File: config.mk
export PLATFORM = sky130hd
export DESIGN_NAME = rws_ctrl
export DESIGN_NICKNAME = d
export VERILOG_FILES = /design/src/rtl/rws_pkg.sv /design/src/rtl/rws_ctrl.sv
export VERILOG_INCLUDE_DIRS = /design/src /design/src/rtl
export SDC_FILE = /design/constraint.sdc
export NUM_CORES = 1
export LEC_CHECK = 0
export BUFFER_PORTS_ARGS = -buffer_cell sky130_fd_sc_hd__buf_2
export CORE_MARGIN = 10
export CORE_UTILIZATION = 25
export CTS_CLUSTER_DIAMETER = 200
export DETAILED_ROUTE_END_ITERATION = 16
export PLACE_DENSITY = 0.51
export SLEW_MARGIN = 20
export SYNTH_ARGS = -nofsm -noshare
export SYNTH_HDL_FRONTEND = slang
export SYNTH_SLANG_ARGS = --single-unit
export TNS_END_PERCENT = 30
File: constraint.sdc
create_clock -name i_clk -period 9.4 [get_ports i_clk]
set_input_delay 0.47 -clock i_clk [delete_from_list [all_inputs] [get_ports i_clk]]
set_output_delay 0.47 -clock i_clk [all_outputs]
set_load 0.03 [all_outputs]
File: src/rtl/roulette_wheel_selector_assert.svh
// assertion macros used by the roulette wheel selector rtl (rws_ctrl)
`ifndef ROULETTE_WHEEL_SELECTOR_ASSERT_SVH
`define ROULETTE_WHEEL_SELECTOR_ASSERT_SVH

// same-cycle implication, checked outside reset
`define RWS_ASSERT_SAME(label, clk, rst_n, ante, cons, msg) \
    label: assert property (@(posedge clk) disable iff (!rst_n) (ante) |-> (cons)) \
        else $error(msg);

// next-cycle implication, checked outside reset
`define RWS_ASSERT_NEXT(label, clk, rst_n, ante, cons, msg) \
    label: assert property (@(posedge clk) disable iff (!rst_n) (ante) |=> (cons)) \
        else $error(msg);

`endif

File: src/rtl/rws_pkg.sv
`timescale 1ns / 1ps
// ----------------------------------------------------------------------------
// rws_pkg
// types, codes and constants of the roulette wheel selector
// ----------------------------------------------------------------------------
package rws_pkg;

    localparam int MaxEntriesDef  = 256;
    localparam int FitnessBitsDef = 16;

    localparam int FitPortBits = 16;
    localparam int TotalBits   = 24;
    localparam int IdxOutBits  = 8;

    localparam logic [TotalBits-1:0] TotalMax = '1;

    // command codes
    localparam logic CMD_APPEND = 1'b0;
    localparam logic CMD_DRAW   = 1'b1;

    // status codes
    localparam logic STS_OK    = 1'b0;
    localparam logic STS_EMPTY = 1'b1;

    typedef enum logic [1:0] {
        ST_IDLE,
        ST_LAST,
        ST_MID,
        ST_DONE
    } t_state;

    typedef struct packed {
        logic [IdxOutBits-1:0] selected_index;
        logic                  status;
        logic [TotalBits-1:0]  total_fitness;
    } t_result;

endpackage

File: src/rtl/rws_ctrl.sv
`timescale 1ns / 1ps
// ----------------------------------------------------------------------------
// rws_ctrl
// append bookkeeping and binary search over the prefix-sum ram
// ----------------------------------------------------------------------------
`include "roulette_wheel_selector_assert.svh"

module rws_ctrl #(
    parameter int MAX_ENTRIES  = rws_pkg::MaxEntriesDef,
    parameter int FITNESS_BITS = rws_pkg::FitnessBitsDef
) (
    input  logic                           i_clk,
    input  logic                           i_rst_n,
    // command beat
    input  logic                           i_valid,
    output logic                           o_ready,
    input  logic                           i_command,
    input  logic                           i_first,
    input  logic [rws_pkg::FitPortBits-1:0] i_fitness_value,
    input  logic [rws_pkg::TotalBits-1:0]  i_draw_value,
    // result hand-off
    output logic                           o_res_valid,
    input  logic                           i_res_ready,
    output rws_pkg::t_result               o_res,
    // prefix-sum ram
    output logic                           o_mem_we,
    output logic [$clog2(MAX_ENTRIES)-1:0] o_mem_waddr,
    output logic [rws_pkg::TotalBits-1:0]  o_mem_wdata,
    output logic                           o_mem_re,
    output logic [$clog2(MAX_ENTRIES)-1:0] o_mem_raddr,
    input  logic [rws_pkg::TotalBits-1:0]  i_mem_rdata
);
    import rws_pkg::*;

    localparam int IdxW = $clog2(MAX_ENTRIES);
    localparam int CntW = $clog2(MAX_ENTRIES + 1);
    localparam logic [FitPortBits-1:0] FitMask = (FITNESS_BITS >= FitPortBits) ?
        {FitPortBits{1'b1}} : FitPortBits'((64'd1 << FITNESS_BITS) - 64'd1);

    t_state              r_state, n_state;
    logic [CntW-1:0]     r_count, n_count;
    logic [TotalBits-1:0] r_total, n_total;
    logic [TotalBits-1:0] r_thr, n_thr;
    logic [IdxW-1:0]     r_lo, n_lo;
    logic [IdxW-1:0]     r_hi, n_hi;
    logic [IdxW-1:0]     r_mid, n_mid;
    logic [IdxW-1:0]     r_idx, n_idx;
    logic                r_status, n_status;

    logic                acc, acc_draw, acc_append, empty;
    logic [IdxW-1:0]     last_idx;
    logic                gt, hit_last, search_done;
    logic [IdxW-1:0]     cand_lo, cand_hi, next_mid, found_idx;
    logic [CntW-1:0]     base_count;
    logic [TotalBits-1:0] base_total;
    logic [TotalBits:0]  sum;
    logic [TotalBits-1:0] sat_total;
    logic                room;

    // shared decode and search step
    always_comb begin
        acc        = i_valid && o_ready;
        acc_draw   = acc && (i_command == CMD_DRAW);
        acc_append = acc && (i_command == CMD_APPEND);
        empty      = (r_count == '0) || (r_total == '0);
        last_idx   = IdxW'(r_count - CntW'(1));
        gt         = i_mem_rdata > r_thr;
        hit_last   = (r_state == ST_LAST) && !gt;
        if (r_state == ST_MID) begin
            cand_lo = gt ? r_lo : IdxW'(r_mid + IdxW'(1));
            cand_hi = gt ? r_mid : r_hi;
        end else begin
            cand_lo = r_lo;
            cand_hi = r_hi;
        end
        search_done = hit_last || (cand_lo == cand_hi);
        found_idx   = hit_last ? r_hi : cand_lo;
        next_mid    = IdxW'(cand_lo + ((cand_hi - cand_lo) >> 1));

        base_count = i_first ? '0 : r_count;
        base_total = i_first ? '0 : r_total;
        room       = base_count < CntW'(MAX_ENTRIES);
        sum        = {1'b0, base_total} + (TotalBits+1)'(i_fitness_value & FitMask);
        sat_total  = sum[TotalBits] ? TotalMax : sum[TotalBits-1:0];
    end

    // next state
    always_comb begin
        n_state = r_state;
        unique case (r_state)
            ST_IDLE: begin
                if (acc_draw) begin
                    n_state = empty ? ST_DONE : ST_LAST;
                end
            end
            ST_LAST, ST_MID: begin
                n_state = search_done ? ST_DONE : ST_MID;
            end
            ST_DONE: begin
                if (i_res_ready) begin
                    n_state = ST_IDLE;
                end
            end
            default: n_state = ST_IDLE;
        endcase
    end

    // outputs
    always_comb begin
        o_ready     = (r_state == ST_IDLE);
        o_res_valid = (r_state == ST_DONE);
        o_mem_we    = acc_append && room;
        o_mem_waddr = base_count[IdxW-1:0];
        o_mem_wdata = sat_total;
        o_mem_re    = 1'b0;
        o_mem_raddr = next_mid;
        unique case (r_state)
            ST_IDLE: begin
                o_mem_re    = acc_draw && !empty;
                o_mem_raddr = last_idx;
            end
            ST_LAST, ST_MID: begin
                o_mem_re = !search_done;
            end
            default: o_mem_re = 1'b0;
        endcase
    end

    assign o_res.selected_index = IdxOutBits'(r_idx);
    assign o_res.status         = r_status;
    assign o_res.total_fitness  = r_total;

    // datapath next values
    always_comb begin
        n_count  = r_count;
        n_total  = r_total;
        n_thr    = r_thr;
        n_lo     = r_lo;
        n_hi     = r_hi;
        n_mid    = r_mid;
        n_idx    = r_idx;
        n_status = r_status;
        if (acc_append) begin
            n_count = base_count;
            n_total = base_total;
            if (room) begin
                n_count = CntW'(base_count + CntW'(1));
                n_total = sat_total;
            end
        end
        if (acc_draw) begin
            n_thr    = i_draw_value;
            n_lo     = '0;
            n_hi     = last_idx;
            n_mid    = last_idx;
            n_idx    = '0;
            n_status = empty ? STS_EMPTY : STS_OK;
        end
        if ((r_state == ST_LAST) || (r_state == ST_MID)) begin
            n_lo  = cand_lo;
            n_hi  = cand_hi;
            n_mid = next_mid;
            n_idx = found_idx;
        end
    end

    always_ff @(posedge i_clk) begin
        if (!i_rst_n) begin
            r_state <= ST_IDLE;
            r_count <= '0;
            r_total <= '0;
        end else begin
            r_state <= n_state;
            r_count <= n_count;
            r_total <= n_total;
        end
        r_thr    <= n_thr;
        r_lo     <= n_lo;
        r_hi     <= n_hi;
        r_mid    <= n_mid;
        r_idx    <= n_idx;
        r_status <= n_status;
    end

    `RWS_ASSERT_SAME(a_mid_in_range, i_clk, i_rst_n, r_state == ST_MID, r_mid < r_hi, "probe outside search window")
    `RWS_ASSERT_SAME(a_no_rw_clash, i_clk, i_rst_n, o_mem_we, !o_mem_re, "ram write and read in one cycle")
    `RWS_ASSERT_SAME(a_idx_loaded, i_clk, i_rst_n, (r_state == ST_DONE) && (r_status == STS_OK), CntW'(r_idx) < r_count, "selected entry not loaded")
    `RWS_ASSERT_SAME(a_err_cause, i_clk, i_rst_n, (r_state == ST_DONE) && (r_status == STS_EMPTY), (r_count == '0) || (r_total == '0), "error status on a loaded wheel")
    `RWS_ASSERT_NEXT(a_result_held, i_clk, i_rst_n, (r_state == ST_DONE) && !i_res_ready, r_state == ST_DONE, "result dropped before hand-off")

endmodule

# Yosys cells after proc, flatten, opt, wreduce, memory -nomap -nowiden
# Index checks and enable logic that the tools add are counted.
[totals] output_inout_bits=77 word_cells=66 register_bits=92 in_bits=70
[op_classes] bitwise_logic=1 addsub=6 eq_ne=6 mux=24 n_lt_le_gt_ge=2 reduce_logical=18
[op_table] operator="two-way mux 8 bit" n=12
[op_table] operator="two-way mux 24 bit" n=3
[op_table] operator="adder 24 x 16 -> 25 bit" n=1
[op_table] operator="> comparator 24 bit" n=1
[op_table] operator="logical NOT 24 bit" n=1
[op_table] operator="two-way mux 9 bit" n=2
[op_table] operator="adder 9 x 1 -> 9 bit, second input constant" n=1
[op_table] operator="logical NOT 9 bit" n=1
[op_table] operator="< comparator 9 bit, second input constant" n=1
[op_table] operator="adder 8 x 1 -> 8 bit, second input constant" n=1
[op_table] operator="adder 8 x 7 -> 8 bit" n=1
[op_table] operator="equality test 8 bit" n=1
[op_table] operator="subtractor 8 x 1 -> 8 bit, second input constant" n=1
[op_table] operator="subtractor 8 bit" n=1
[op_table] operator="logical AND 1 bit" n=6
[op_table] operator="two-way mux 2 bit" n=3
[op_table] operator="case mux 2 bit (3 select lines)" n=1
[op_table] operator="equality test 2 bit, second input constant" n=2
[op_table] operator="!= test 2 x 1 -> 1 bit, second input constant" n=2
[op_table] operator="logical NOT 1 bit" n=3
[op_table] operator="logical OR 1 bit" n=3
[op_table] operator="equality test 2 x 1 -> 1 bit, second input constant" n=1
[op_table] operator="logical NOT 2 bit" n=1
[op_table] operator="two-way mux 1 bit" n=2
[op_table] operator="other kinds (5)" n=5

# Depth between registers and ports, before layout
# Gate-level depths: netlist of run 1.
[logic_depth] depth_word=7 ltp_mapped=25 mapped_depth_nobuf=24

# Worst setup path before layout of run 1
# Ideal clock, no wire load.
[synth_timing] kind="input -> output" startpoint="in i_mem_rdata[19] in the netlist's numbering" endpoint="out o_mem_raddr[6]" path_stages=22 slack_ps=4174 arrival_ps=4756 required_time_ps=8930 path_buffers=1 path_cell_list="ha_1 -> a21oi_1 -> o21a_1 -> a2bb2oi_1 -> nand3_1 -> o21ai_4 -> or2_1 -> buf_6 -> mux2i_1 -> inv_1 -> ha_1 -> nor2b_1 -> o21ai_0 -> nand2b_1 -> a21o_1 -> a21oi_1 -> o21bai_1 -> a21oi_1 -> xnor2_1 -> ha_1 -> xor2_1 -> o21ai_0"
[synth_between] elab_chain_cells=6 word_cells_on_any_way=8 classes_between="add/sub: 2; order compare: 1; mux: 5"
[synth_lines] item="start: declaration" line_no="rws_ctrl.sv:31" rtl="input logic [rws_pkg::TotalBits-1:0] i_mem_rdata"
[synth_lines] item="> comparator 24 bit *" line_no="rws_ctrl.sv:67" rtl="gt = i_mem_rdata > r_thr;"
[synth_lines] item="two-way mux 8 bit, on equally long branches" line_no="rws_ctrl.sv:71, rws_ctrl.sv:70"
[synth_lines] item="two-way mux 8 bit" line_no="rws_ctrl.sv:69" rtl="if (r_state == ST_MID) begin"
[synth_lines] item="subtractor 8 bit" line_no="rws_ctrl.sv:78" rtl="next_mid = IdxW'(cand_lo + ((cand_hi - cand_lo) >> 1));"
[synth_lines] item="adder 8 x 7 -> 8 bit *" line_no="rws_ctrl.sv:78"
[synth_lines] item="two-way mux 8 bit *" line_no="rws_ctrl.sv:117" rtl="unique case (r_state)"
[synth_lines] item="end: declaration" line_no="rws_ctrl.sv:30" rtl="output logic [$clog2(MAX_ENTRIES)-1:0] o_mem_raddr,"
# Mark *: on every way between the ends. The rest lies on a longest branch, timed or not.

# Worst setup path in the final report of run 1
[layout_timing] startpoint="reg r_thr[19]" endpoint="out o_mem_raddr[7]"
[layout_between] elab_chain_cells=6 word_cells_on_any_way=8 classes_between="add/sub: 2; order compare: 1; mux: 5"
[layout_lines] item="start: declaration" line_no="rws_ctrl.sv:43" rtl="logic [TotalBits-1:0] r_thr, n_thr;"
[layout_lines] item="start signal: assignment" line_no="rws_ctrl.sv:177" rtl="r_thr <= n_thr;"
[layout_lines] item="> comparator 24 bit *" line_no="rws_ctrl.sv:67"
[layout_lines] item="two-way mux 8 bit, on equally long branches" line_no="rws_ctrl.sv:71, rws_ctrl.sv:70"
[layout_lines] item="two-way mux 8 bit" line_no="rws_ctrl.sv:69"
[layout_lines] item="subtractor 8 bit" line_no="rws_ctrl.sv:78"
[layout_lines] item="adder 8 x 7 -> 8 bit *" line_no="rws_ctrl.sv:78"
[layout_lines] item="two-way mux 8 bit *" line_no="rws_ctrl.sv:117"
# Marks and branches as above.

==> impl_metrics.xml, run 1 <==
<?xml version="1.0" encoding="UTF-8"?>
<metrics>
  <group name="global_route">
    <metric name="grt_usage" unit="%">11.81</metric>
    <metric name="grt_pass1_wl" unit="µm">31810</metric>
    <metric name="largest_net_degree_at_the_start_of_global_routing" unit="">42</metric>
    <metric name="antenna_found_initial" unit="">0</metric>
    <metric name="globalRouteOverflowTotal" unit="">0</metric>
    <metric name="grt_pass1_vias" unit="">5938</metric>
  </group>
  <group name="power_and_ir_drop">
    <metric name="ir_worst_vdd" unit="µV">277.9</metric>
    <metric name="cellLeakagePower" unit="nW">3.599</metric>
    <metric name="power.density_cell_area" unit="nW/µm²">339.2</metric>
    <metric name="total_power" unit="mW">2.722</metric>
  </group>
  <group name="drt">
    <metric name="initialDrtViolationCount" unit="">289</metric>
    <metric name="totalWireLength" unit="µm">20030</metric>
    <metric name="detailroute.wirelength.met3" unit="µm">1454</metric>
    <metric name="routedLengthMet1" unit="µm">9266</metric>
    <metric name="wire_per_inst" unit="µm">16.42</metric>
    <metric name="vias" unit="">5667</metric>
    <metric name="route.detailed.vias_per_inst" unit="">4.645</metric>
    <metric name="topRoutingLayerUsed" unit="">met4</metric>
    <metric name="detailedRoute.firstPassIterationCount" unit="">4</metric>
    <metric name="drtAntennaViolNets" unit="">0</metric>
    <metric name="routed-wl-met2" unit="µm">9155</metric>
    <metric name="remaining_drc_errors" unit="">0</metric>
  </group>
  <group name="cells_and_area">
    <metric name="diodes" unit="">0</metric>
    <metric name="fin_util" unit="%">30.79</metric>
    <metric name="fin_nets" unit="">1015</metric>
    <metric name="share_of_layout_cells_above_drive_strength_1" unit="%">21.92</metric>
    <metric name="stdcell_count" unit="">1220</metric>
    <metric name="layout_common_cells" unit="">146 x buf_2, 82 x nor2_1, 62 x ha_1, 57 x nand2_1, 57 x edfxtp_1</metric>
    <metric name="fin_area" unit="µm²">8024</metric>
    <metric name="final_common_cell" unit="">buf_2</metric>
    <metric name="num-fill-cells" unit="">2814</metric>
    <metric name="flow.area_growth_from_synthesis" unit="%">20.98</metric>
  </group>
  <group name="yosys">
    <metric name="netlist_cell_types" unit="">64</metric>
    <metric name="netlist_area" unit="µm²">6633</metric>
    <metric name="synth.net_count" unit="">882</metric>
    <metric name="synth-main-ff-cell" unit="">edfxtp_1</metric>
    <metric name="ys_seq_elements" unit="">92</metric>
    <metric name="postSynth.asyncResetShare" unit="%">0</metric>
    <metric name="synth_sequential_area_ratio" unit="%">36.37</metric>
    <metric name="synthesis.area_per_instance" unit="µm²">8.879</metric>
    <metric name="synth-warning-count" unit="">0</metric>
    <metric name="number_of_flops_mapped_to_enable_cells_by_yosys" unit="">57</metric>
    <metric name="synthesis.instances" unit="">747</metric>
  </group>
  <group name="sta">
    <metric name="final.hold.worst_slack" unit="ns">0.2860</metric>
    <metric name="setup_ws" unit="ns">3.406</metric>
    <metric name="hold_violations" unit="">0</metric>
    <metric name="timing.final.crit_period" unit="ns">5.994</metric>
    <metric name="post-route-period-util" unit="%">63.77</metric>
    <metric name="rsz0062_at_grt" unit="">false</metric>
    <metric name="slew_headroom" unit="%">31.99</metric>
    <metric name="worst-slew-pin-transition" unit="ns">1.019</metric>
    <metric name="achievable-frequency" unit="MHz">166.8</metric>
    <metric name="slew_viol_final" unit="">0</metric>
    <metric name="finClkSkew" unit="ns">0.01022</metric>
    <metric name="timing.final.setup_violations" unit="">0</metric>
    <metric name="tns" unit="ns">0</metric>
  </group>
  <group name="placement">
    <metric name="place_inst" unit="">1204</metric>
    <metric name="pre_cts_slack" unit="ns">3.542</metric>
    <metric name="finalWeightedCongestion" unit="">0.8503</metric>
    <metric name="place_area" unit="µm²">7690</metric>
    <metric name="numPortBuffers" unit="">146</metric>
    <metric name="detailed_placement_hpwl" unit="µm">15610</metric>
  </group>
  <group name="die">
    <metric name="pin_count" unit="">147</metric>
    <metric name="die_x" unit="µm">182.9</metric>
    <metric name="core-area" unit="µm²">26060</metric>
    <metric name="die_area" unit="µm²">33450</metric>
    <metric name="die_y" unit="µm">182.9</metric>
    <metric name="initial_core_util" unit="%">25.45</metric>
    <metric name="floorplan.rows" unit="">59</metric>
  </group>
  <group name="cts">
    <metric name="cts_tree" unit="">done</metric>
    <metric name="worst_skew_pair.late_latency" unit="ns">0.35</metric>
    <metric name="root_buffer" unit="">clkbuf_16</metric>
    <metric name="maximum_buffer_depth_of_the_clock_tree" unit="">2</metric>
    <metric name="worst_setup_hold_path_clk_slew" unit="ns">0.08</metric>
    <metric name="post_cts.repair.setup_buffers" unit="">0</metric>
    <metric name="cts.sink_count" unit="">92</metric>
    <metric name="cts_made_buffers" unit="">9</metric>
    <metric name="post_cts_resize_count" unit="">0</metric>
    <metric name="post_cts_hold_buffer_count" unit="">0</metric>
    <metric name="htreeDepth" unit="">3</metric>
  </group>
  <group name="worst_setup_path">
    <metric name="timing.critical_path.from_type" unit="">flop</metric>
    <metric name="timing.critical_path.to_type" unit="">output port</metric>
    <metric name="setup.worst_path.class" unit="">flop to output port</metric>
    <metric name="critPathArrivalTime" unit="ns">5.52</metric>
    <metric name="required" unit="ns">8.93</metric>
    <metric name="crit_path_max_fanout" unit="">8</metric>
  </group>
  <group name="outcome">
    <metric name="outcome" unit="">completed</metric>
  </group>
  <group name="worst_hold_path">
    <metric name="hp-class" unit="">input pin to flop</metric>
  </group>
  <group name="flow_run">
    <metric name="max_cap_viols" unit="">0</metric>
  </group>
</metrics>
-- per-layer routing --
| layer | GRT usage (%) | vias up |
|---|---|---|
| met5 | 0 | - |
| met4 | 2.421 | 0 |
| met3 | 3.917 | 9 |
| met2 | 19.63 | 150 |
| met1 | 14.62 | 2605 |
| li1 | - | 2903 |
-- registers in the layout (all words and copies together), names as in the netlist --
register,count
r_count,9
r_hi,8
r_idx,8
r_lo,8
r_mid,8
r_state,2
r_status,1
r_thr,24
r_total,24
-- worst max-delay path, cell delays in order, from the launching register on --
cell,delay (ns)
edfxtp_1,0.37
inv_1,0.07
ha_1,0.25
a21oi_1,0.16
o21a_1,0.13
a2bb2oi_1,0.22
nand3_1,0.25
o21ai_4,0.24
or2_1,0.44
mux2i_1,0.39
inv_1,0.08
ha_1,0.29
nor2b_1,0.13
o21ai_0,0.14
nand2b_1,0.11
a21o_1,0.19
a21oi_1,0.21
o21bai_1,0.09
a21oi_1,0.17
xnor2_1,0.14
ha_1,0.29
a21oi_1,0.15
o21ai_0,0.11
xnor2_1,0.16
o21ai_1,0.14
buf_2,0.24
-- cells in the mapped netlist, types with 22 or more instances --
cell type	n	area, µm²
a21oi_1	52	260.3
dfxtp_1	35	700.7
edfxtp_1	57	1712
ha_1	62	775.7
inv_1	56	210.2
nand2_1	57	214.0
nand3_1	24	120.1
nor2_1	82	307.8
nor2b_1	29	181.4
nor3_1	22	110.1
o21ai_0	41	205.2
xnor2_1	35	306.5
-- cells by family (layout without fill, tap and decap cells) --
family / Yosys count / count (layout) / synth area share (%)
AOI/OAI and AO/OA: 159 / 159 / 15.19
xor gates and xnor gates: 50 / 50 / 6.603
adders and majority gates: 65 / 65 / 12.60
buffers and inverters: 85 / 223 / 5.074
DFF: 92 / 92 / 36.37
muxes: 20 / 20 / 3.433
and+or+nand+nor: 276 / 276 / 20.73
-- power breakdown --
group | leakage [nW] | switching [mW] | total (mW) | internal [mW]
clock network | 0.155 | 0.180 | 0.417 | 0.238
logic | 2.63 | 1.05 | 1.65 | 0.601
registers | 0.816 | 0.0646 | 0.657 | 0.592
total | 3.60 | 1.29 | 2.72 | 1.43
-- final timing paths --
kind / start / endpoint / slack (ns) / cells after the start
worst max-delay path: r_thr[19]$_DFFE_PP_ / o_mem_raddr[7] / 3.41 / 25
worst min-delay path: i_draw_value[10] / r_thr[10]$_DFFE_PP_ / 0.29 / 1
worst max register to register: r_thr[19]$_DFFE_PP_ / r_mid[7]$_DFFE_PP_ / 4.17 / 24
worst min register to register: r_count[8]$_SDFFE_PN0P_ / r_count[8]$_SDFFE_PN0P_ / 0.51 / 2
-- final cells by class --
class / instances / area, µm² / area share (%)
sequential: 92 / 2412 / 30.06
tap: 335 / 419.2 / 5.224
timing repair buffer: 150 / 760.7 / 9.481
multi-input combinational: 570 / 3884 / 48.40
clock buffer: 9 / 225.2 / 2.807
inverter: 57 / 214.0 / 2.666
clock inverter: 7 / 108.9 / 1.357
Note: power is estimated with default switching activity, not from simulation.
==> inputs of run 2 (changes only) <==
- clock period: 9.4 -> 6 ns (I/O delays scaled with it)
==> run 2 against run 1 <==
Via count grew 1.6%. Die area is the same. Critical path depth is 4 lower. Register-to-register slack worse by 3.1 ns. Count of clock-buffer cells in the layout unchanged. Critical endpoint unchanged. Largest cell class unchanged.
==> impl_metrics.xml, run 2 (synthesized netlist as in run 1, its figures left out) <==
<?xml version="1.0" encoding="UTF-8"?>
<metrics>
  <group name="drt">
    <metric name="route.detailed.vias_per_inst" unit="">4.704</metric>
    <metric name="drtAntennaViolNets" unit="">0</metric>
    <metric name="initialDrtViolationCount" unit="">264</metric>
    <metric name="detailedRoute.firstPassIterationCount" unit="">5</metric>
    <metric name="wire_per_inst" unit="µm">16.91</metric>
    <metric name="remaining_drc_errors" unit="">0</metric>
    <metric name="totalWireLength" unit="µm">20690</metric>
    <metric name="vias" unit="">5758</metric>
  </group>
  <group name="cts">
    <metric name="post_cts_hold_buffer_count" unit="">0</metric>
    <metric name="htreeDepth" unit="">3</metric>
    <metric name="worst_skew_pair.late_latency" unit="ns">0.36</metric>
    <metric name="cts_made_buffers" unit="">9</metric>
    <metric name="worst_setup_hold_path_clk_slew" unit="ns">0.08</metric>
    <metric name="cts.sink_count" unit="">92</metric>
    <metric name="root_buffer" unit="">clkbuf_16</metric>
    <metric name="post_cts_resize_count" unit="">0</metric>
    <metric name="post_cts.repair.setup_buffers" unit="">0</metric>
    <metric name="maximum_buffer_depth_of_the_clock_tree" unit="">2</metric>
    <metric name="cts_tree" unit="">done</metric>
  </group>
  <group name="power_and_ir_drop">
    <metric name="share_of_total_power_in_the_clock_network" unit="%">13.4</metric>
    <metric name="power.density_cell_area" unit="nW/µm²">530.7</metric>
    <metric name="power_report.internal_total" unit="mW">2.179</metric>
    <metric name="sequentialPowerShare" unit="%">24.3</metric>
    <metric name="ir_worst_vdd" unit="µV">434.1</metric>
    <metric name="power_switching_share" unit="%">48.70</metric>
    <metric name="power.switching" unit="mW">2.069</metric>
    <metric name="cellLeakagePower" unit="nW">3.598</metric>
    <metric name="proportion_of_power_drawn_by_combinational_gates" unit="%">62.3</metric>
    <metric name="total_power" unit="mW">4.248</metric>
  </group>
  <group name="cells_and_area">
    <metric name="fin_util" unit="%">30.72</metric>
    <metric name="final_common_cell" unit="">buf_2</metric>
    <metric name="layout_top_registers" unit="">r_thr x24, r_total x24, r_count x9</metric>
    <metric name="flow.area_growth_from_synthesis" unit="%">20.69</metric>
    <metric name="diodes" unit="">0</metric>
    <metric name="layout_common_cells" unit="">146 x buf_2, 82 x nor2_1, 62 x ha_1, 57 x edfxtp_1, 56 x nand2_1</metric>
    <metric name="fin_nets" unit="">1019</metric>
    <metric name="share_of_layout_cells_above_drive_strength_1" unit="%">22.27</metric>
  </group>
  <group name="sta">
    <metric name="slew_viol_final" unit="">0</metric>
    <metric name="tns" unit="ns">0</metric>
    <metric name="timing.final.crit_period" unit="ns">5.529</metric>
    <metric name="post-route-period-util" unit="%">92.15</metric>
    <metric name="timing.final.setup_violations" unit="">0</metric>
    <metric name="hold_violations" unit="">0</metric>
    <metric name="finClkSkew" unit="ns">0.01134</metric>
    <metric name="rsz0062_at_grt" unit="">false</metric>
    <metric name="worst-slew-pin-transition" unit="ns">1.018</metric>
    <metric name="achievable-frequency" unit="MHz">180.9</metric>
    <metric name="slew_headroom" unit="%">32.09</metric>
  </group>
  <group name="die">
    <metric name="floorplan.rows" unit="">59</metric>
    <metric name="die_x" unit="µm">182.9</metric>
    <metric name="core-area" unit="µm²">26060</metric>
    <metric name="initial_core_util" unit="%">25.45</metric>
    <metric name="die_y" unit="µm">182.9</metric>
    <metric name="die_area" unit="µm²">33450</metric>
    <metric name="pin_count" unit="">147</metric>
  </group>
  <group name="worst_setup_path">
    <metric name="r2r-end" unit="">r_mid[7]$_DFFE_PP_</metric>
    <metric name="critPathArrivalTime" unit="ns">5.23</metric>
    <metric name="timing.critical_path.buf_inv" unit="">3</metric>
    <metric name="path_depth_of_the_worst_reg2reg_path" unit="">20</metric>
    <metric name="critical-path-top-cell-by-count" unit="">a21oi_1</metric>
    <metric name="cp_cell_sequence" unit="">inv_1, ha_1, a21oi_1, o21a_1, a2bb2oi_1, nand3_1, o21ai_4, nand2_2, mux2i_1, inv_1, fa_1, xnor2_1, ha_1, a21o_1, a21oi_1, o21bai_1, a21oi_1, o21ai_0, xnor2_1, o21ai_1, buf_2</metric>
    <metric name="crit_path_max_incr_delay" unit="ns">0.49</metric>
    <metric name="timing.critical_path.to_type" unit="">output port</metric>
    <metric name="worst_path_dominant_cell_family" unit="">compound AO/OA/AOI/OAI gates</metric>
    <metric name="r2r_start" unit="">r_thr[19]$_DFFE_PP_</metric>
    <metric name="setup.worst_path.class" unit="">flop to output port</metric>
    <metric name="critical_path.slowest_cell" unit="">fa_1</metric>
    <metric name="timing.reg2reg.setup_slack" unit="ns">1.05</metric>
    <metric name="required" unit="ns">5.70</metric>
    <metric name="timing.critical_path.from_type" unit="">flop</metric>
    <metric name="crit_path_max_fanout" unit="">7</metric>
  </group>
  <group name="global_route">
    <metric name="grt_pass1_wl" unit="µm">32500</metric>
    <metric name="grt_pass1_vias" unit="">5870</metric>
    <metric name="globalRouteOverflowTotal" unit="">0</metric>
    <metric name="grt_usage" unit="%">12.11</metric>
    <metric name="largest_net_degree_at_the_start_of_global_routing" unit="">34</metric>
    <metric name="antenna_found_initial" unit="">0</metric>
  </group>
  <group name="worst_hold_path">
    <metric name="worst_hold_path.endpoint" unit="">r_thr[3]$_DFFE_PP_</metric>
    <metric name="hp-start" unit="">i_draw_value[3]</metric>
    <metric name="hp-class" unit="">input pin to flop</metric>
    <metric name="min_delay_path_depth" unit="">1</metric>
  </group>
  <group name="placement">
    <metric name="detailed_placement_hpwl" unit="µm">16140</metric>
    <metric name="numPortBuffers" unit="">146</metric>
    <metric name="finalWeightedCongestion" unit="">0.8434</metric>
  </group>
  <group name="flow_run">
    <metric name="max_cap_viols" unit="">0</metric>
  </group>
  <group name="outcome">
    <metric name="outcome" unit="">completed</metric>
  </group>
</metrics>
==> run 2: routing by layer <==
layer / share of wire [%] / GRT usage, % / wire length [µm] / up-vias
met5: 0 / 0 / 0 / -
met4: 1.0 / 2.711 / 207 / 0
met3: 7.1 / 3.858 / 1476 / 15
met2: 45 / 19.27 / 9272 / 170
met1: 47 / 15.69 / 9738 / 2665
li1: - / - / - / 2908
==> run 2: worst max path at each step <==
stage,start,cells after the start,end
floorplan,r_thr[1]$_DFFE_PP_,23,o_mem_raddr[6]
global placement,i_mem_rdata[19],22,o_mem_raddr[6]
detailed placement,i_mem_rdata[15],21,o_mem_raddr[7]
CTS,r_thr[19]$_DFFE_PP_,21,o_mem_raddr[7]
global route,r_thr[19]$_DFFE_PP_,25,o_mem_raddr[7]
finish,r_thr[19]$_DFFE_PP_,21,o_mem_raddr[7]
==> run 2: final cells by class <==
type | instances | area (µm²)
repair buffers | 154 | 790.8
fillers | 2780 | 18050
inverters | 57 | 214.0
clock buffers | 9 | 225.2
multi-input cells | 570 | 3886
well taps | 335 | 419.2
flip-flops and latches | 92 | 2412
clock inverters | 7 | 57.56
==> run 2: power groups by stage <==
stage | clock network [mW] | registers (mW) | logic (mW)
finish | 0.571 | 1.03 | 2.65
global placement | 0 | 1.05 | 2.64
global route | 0.610 | 1.05 | 2.97
CTS | 0.596 | 1.03 | 2.67
detailed placement | 0 | 1.05 | 2.65
floorplan | 0 | 1.11 | 1.86
==> run 2: worst reg2reg max path: stages, from the launching register on <==
cell and delay (ns):
edfxtp_1 0.37, inv_1 0.06, ha_1 0.25, a21oi_1 0.15
o21a_1 0.13, a2bb2oi_1 0.21, nand3_1 0.25, o21ai_4 0.25
nand2_2 0.19, mux2i_1 0.36, inv_1 0.18, fa_1 0.49
xnor2_1 0.28, ha_1 0.29, a21o_1 0.16, a21oi_1 0.23
o21bai_1 0.10, a21oi_1 0.24, o21ai_0 0.16, xnor2_1 0.21
a21oi_1 0.10
==> run 2: metrics by stage <==
step	hold WS [ns]	setup slack (ns)	std cells	cell area, µm²
after CTS	0.09426	0.4276	1224	8003
after floorplan	0.3989	1.092	747	6633
after detailed placement	0.4784	0.7998	1208	7720
after global routing	0.09412	0.01771	1224	8005
after global placement	0.4775	0.8677	1208	7720
final	0.1087	0.4708	1224	8005
==> inputs of run 3 (changes only) <==
- RECOVER_POWER: unset -> 25
- clock period: 6 -> 6.8 ns (I/O delays scaled with it)
==> run 3 against run 2 <==
Sequential share of layout area grew 0.25 points. Combinational power is 14% lower. Wire length decreased by 3.1%. Setup slack improved by 0.42 ns. Sequential power shrank 12%. Non-clock buffer count shrank 4. Die area unchanged. Utilization is 0.25 points lower. Final area shrank 0.83%. Clock power shrank 11%. Critical path depth is 4 higher. Cell count is 0.33% lower. Largest cell class unchanged.
==> impl_metrics.xml, run 3 (synthesized netlist as in run 1, its figures left out) <==
<?xml version="1.0" encoding="UTF-8"?>
<metrics>
  <group name="cells_and_area">
    <metric name="stdcell_count" unit="">1220</metric>
    <metric name="final_common_cell" unit="">buf_2</metric>
    <metric name="fin_nets" unit="">1015</metric>
    <metric name="flow.area_growth_from_synthesis" unit="%">19.69</metric>
    <metric name="share_of_layout_cells_above_drive_strength_1" unit="%">18.19</metric>
    <metric name="layout_common_cells" unit="">113 x buf_2, 82 x nor2_1, 62 x ha_1, 57 x nand2_1, 57 x edfxtp_1</metric>
    <metric name="fin_util" unit="%">30.47</metric>
    <metric name="diodes" unit="">0</metric>
    <metric name="layout_top_registers" unit="">r_thr x24, r_total x24, r_count x9</metric>
  </group>
  <group name="power_and_ir_drop">
    <metric name="power_report.internal_total" unit="mW">1.896</metric>
    <metric name="proportion_of_power_drawn_by_combinational_gates" unit="%">61.6</metric>
    <metric name="share_of_total_power_in_the_clock_network" unit="%">13.8</metric>
    <metric name="cellLeakagePower" unit="nW">3.464</metric>
    <metric name="ir_worst_vdd" unit="µV">329.0</metric>
    <metric name="power.switching" unit="mW">1.799</metric>
    <metric name="sequentialPowerShare" unit="%">24.6</metric>
    <metric name="power.density_cell_area" unit="nW/µm²">465.5</metric>
    <metric name="power_switching_share" unit="%">48.69</metric>
  </group>
  <group name="die">
    <metric name="pin_count" unit="">147</metric>
    <metric name="floorplan.rows" unit="">59</metric>
    <metric name="die_y" unit="µm">182.9</metric>
    <metric name="core-area" unit="µm²">26060</metric>
    <metric name="die_x" unit="µm">182.9</metric>
    <metric name="initial_core_util" unit="%">25.45</metric>
    <metric name="die_area" unit="µm²">33450</metric>
  </group>
  <group name="sta">
    <metric name="setup_ws" unit="ns">0.8912</metric>
    <metric name="timing.final.crit_period" unit="ns">5.909</metric>
    <metric name="hold_violations" unit="">0</metric>
    <metric name="rsz0062_at_grt" unit="">false</metric>
    <metric name="slew_headroom" unit="%">31.87</metric>
    <metric name="worst-slew-pin-transition" unit="ns">1.021</metric>
    <metric name="slew_viol_final" unit="">0</metric>
    <metric name="finClkSkew" unit="ns">0.01264</metric>
    <metric name="final.hold.worst_slack" unit="ns">0.1518</metric>
    <metric name="tns" unit="ns">0</metric>
    <metric name="timing.final.setup_violations" unit="">0</metric>
    <metric name="post-route-period-util" unit="%">86.89</metric>
    <metric name="achievable-frequency" unit="MHz">169.2</metric>
  </group>
  <group name="worst_setup_path">
    <metric name="worst_path_dominant_cell_family" unit="">compound AO/OA/AOI/OAI gates</metric>
    <metric name="crit_path_max_incr_delay" unit="ns">0.45</metric>
    <metric name="crit_path_max_fanout" unit="">8</metric>
    <metric name="timing.critical_path.from_type" unit="">flop</metric>
    <metric name="setup.worst_path.class" unit="">flop to output port</metric>
    <metric name="timing.critical_path.to" unit="">o_mem_raddr[7]</metric>
    <metric name="timing.critical_path.buf_inv" unit="">3</metric>
    <metric name="critical-path-top-cell-by-count" unit="">a21oi_1</metric>
    <metric name="crit_cells" unit="">25</metric>
    <metric name="timing.reg2reg.setup_slack" unit="ns">1.52</metric>
    <metric name="critical_path.startpoint" unit="">r_thr[19]$_DFFE_PP_</metric>
    <metric name="r2r_start" unit="">r_thr[19]$_DFFE_PP_</metric>
    <metric name="path_depth_of_the_worst_reg2reg_path" unit="">24</metric>
    <metric name="required" unit="ns">6.46</metric>
    <metric name="critPathArrivalTime" unit="ns">5.57</metric>
    <metric name="r2r-end" unit="">r_mid[7]$_DFFE_PP_</metric>
    <metric name="critical_path.slowest_cell" unit="">or2_1</metric>
    <metric name="timing.critical_path.to_type" unit="">output port</metric>
  </group>
  <group name="placement">
    <metric name="pre_cts_slack" unit="ns">1.196</metric>
    <metric name="detailed_placement_hpwl" unit="µm">15690</metric>
    <metric name="numPortBuffers" unit="">146</metric>
    <metric name="place_inst" unit="">1204</metric>
    <metric name="finalWeightedCongestion" unit="">0.8279</metric>
  </group>
  <group name="global_route">
    <metric name="antenna_found_initial" unit="">0</metric>
    <metric name="grt_usage" unit="%">11.80</metric>
    <metric name="largest_net_degree_at_the_start_of_global_routing" unit="">32</metric>
    <metric name="grt_pass1_vias" unit="">5788</metric>
    <metric name="globalRouteOverflowTotal" unit="">0</metric>
    <metric name="busiest_layer" unit="">met2</metric>
    <metric name="grt_pass1_wl" unit="µm">31570</metric>
    <metric name="grt.met1_usage" unit="%">15.18</metric>
    <metric name="grt_util_met3" unit="%">3.858</metric>
    <metric name="grt.met2_usage" unit="%">18.88</metric>
  </group>
  <group name="outcome">
    <metric name="outcome" unit="">completed</metric>
  </group>
  <group name="drt">
    <metric name="initialDrtViolationCount" unit="">374</metric>
    <metric name="route.detailed.vias_per_inst" unit="">4.607</metric>
    <metric name="detailedRoute.firstPassIterationCount" unit="">5</metric>
    <metric name="wire_per_inst" unit="µm">16.44</metric>
    <metric name="drtAntennaViolNets" unit="">0</metric>
    <metric name="vias" unit="">5621</metric>
    <metric name="remaining_drc_errors" unit="">0</metric>
    <metric name="totalWireLength" unit="µm">20060</metric>
  </group>
  <group name="cts">
    <metric name="worst_setup_hold_path_clk_slew" unit="ns">0.08</metric>
    <metric name="post_cts.repair.setup_buffers" unit="">0</metric>
    <metric name="root_buffer" unit="">clkbuf_16</metric>
    <metric name="maximum_buffer_depth_of_the_clock_tree" unit="">2</metric>
    <metric name="htreeDepth" unit="">3</metric>
    <metric name="cts_tree" unit="">done</metric>
    <metric name="cts.sink_count" unit="">92</metric>
    <metric name="post_cts_resize_count" unit="">0</metric>
    <metric name="cts_made_buffers" unit="">9</metric>
    <metric name="worst_skew_pair.late_latency" unit="ns">0.36</metric>
    <metric name="post_cts_hold_buffer_count" unit="">0</metric>
  </group>
  <group name="flow_run">
    <metric name="max_cap_viols" unit="">0</metric>
  </group>
  <group name="worst_hold_path">
    <metric name="hp-class" unit="">input pin to flop</metric>
  </group>
</metrics>
## run 3: changes by cell type in the layout (fill, tap and decap cells not counted), sizes merged
cell      previous run  this run
clkinvlp             1         0
buf                154       117
inv                 59        60
clkbuf               9        42
## run 3: layer usage
layer / up-vias / share of wire [%]
li1: 2901 / -
met1: 2558 / 47
met2: 152 / 45
met3: 10 / 6.9
met4: 0 / 0.77
met5: - / 0
## run 3: worst min-delay path by stage
stage / from / end / slack (ns) / cells after the start
3_5_place_dp: r_count[8]$_SDFFE_PN0P_ / r_count[8]$_SDFFE_PN0P_ / 0.50 / 2
4_1_cts: i_draw_value[2] / r_thr[2]$_DFFE_PP_ / 0.13 / 1
2_1_floorplan: i_draw_value[0] / r_thr[0]$_DFFE_PP_ / 0.44 / 0
3_3_place_gp: r_count[8]$_SDFFE_PN0P_ / r_count[8]$_SDFFE_PN0P_ / 0.50 / 2
6_report: i_draw_value[2] / r_thr[2]$_DFFE_PP_ / 0.15 / 1
5_1_grt: i_draw_value[2] / r_thr[2]$_DFFE_PP_ / 0.13 / 1
## run 3: power by group through the flow
| stage | registers (mW) | logic [mW] | clock network [mW] |
|---|---|---|---|
| after global routing | 0.929 | 2.53 | 0.552 |
| final | 0.910 | 2.28 | 0.511 |
| after global placement | 0.920 | 2.27 | 0 |
| after CTS | 0.908 | 2.30 | 0.536 |
| after floorplan | 0.982 | 1.64 | 0 |
| after detailed placement | 0.918 | 2.28 | 0 |
## run 3: area by class of cell
class	count	area, µm²
well taps	335	419.2
multi-input cells	570	3884
inverters	57	214.0
clock buffers	9	225.2
flip-flops and latches	92	2412
repair buffers	150	719.4
fillers	2826	18120
clock inverters	7	65.06
## run 3: stage by stage
stage,power [mW],cell area [µm²]
5_1_grt,4.007,7939
3_3_place_gp,3.194,7690
2_1_floorplan,2.620,6633
3_5_place_dp,3.202,7690
4_1_cts,3.744,7980
6_report,3.696,7939
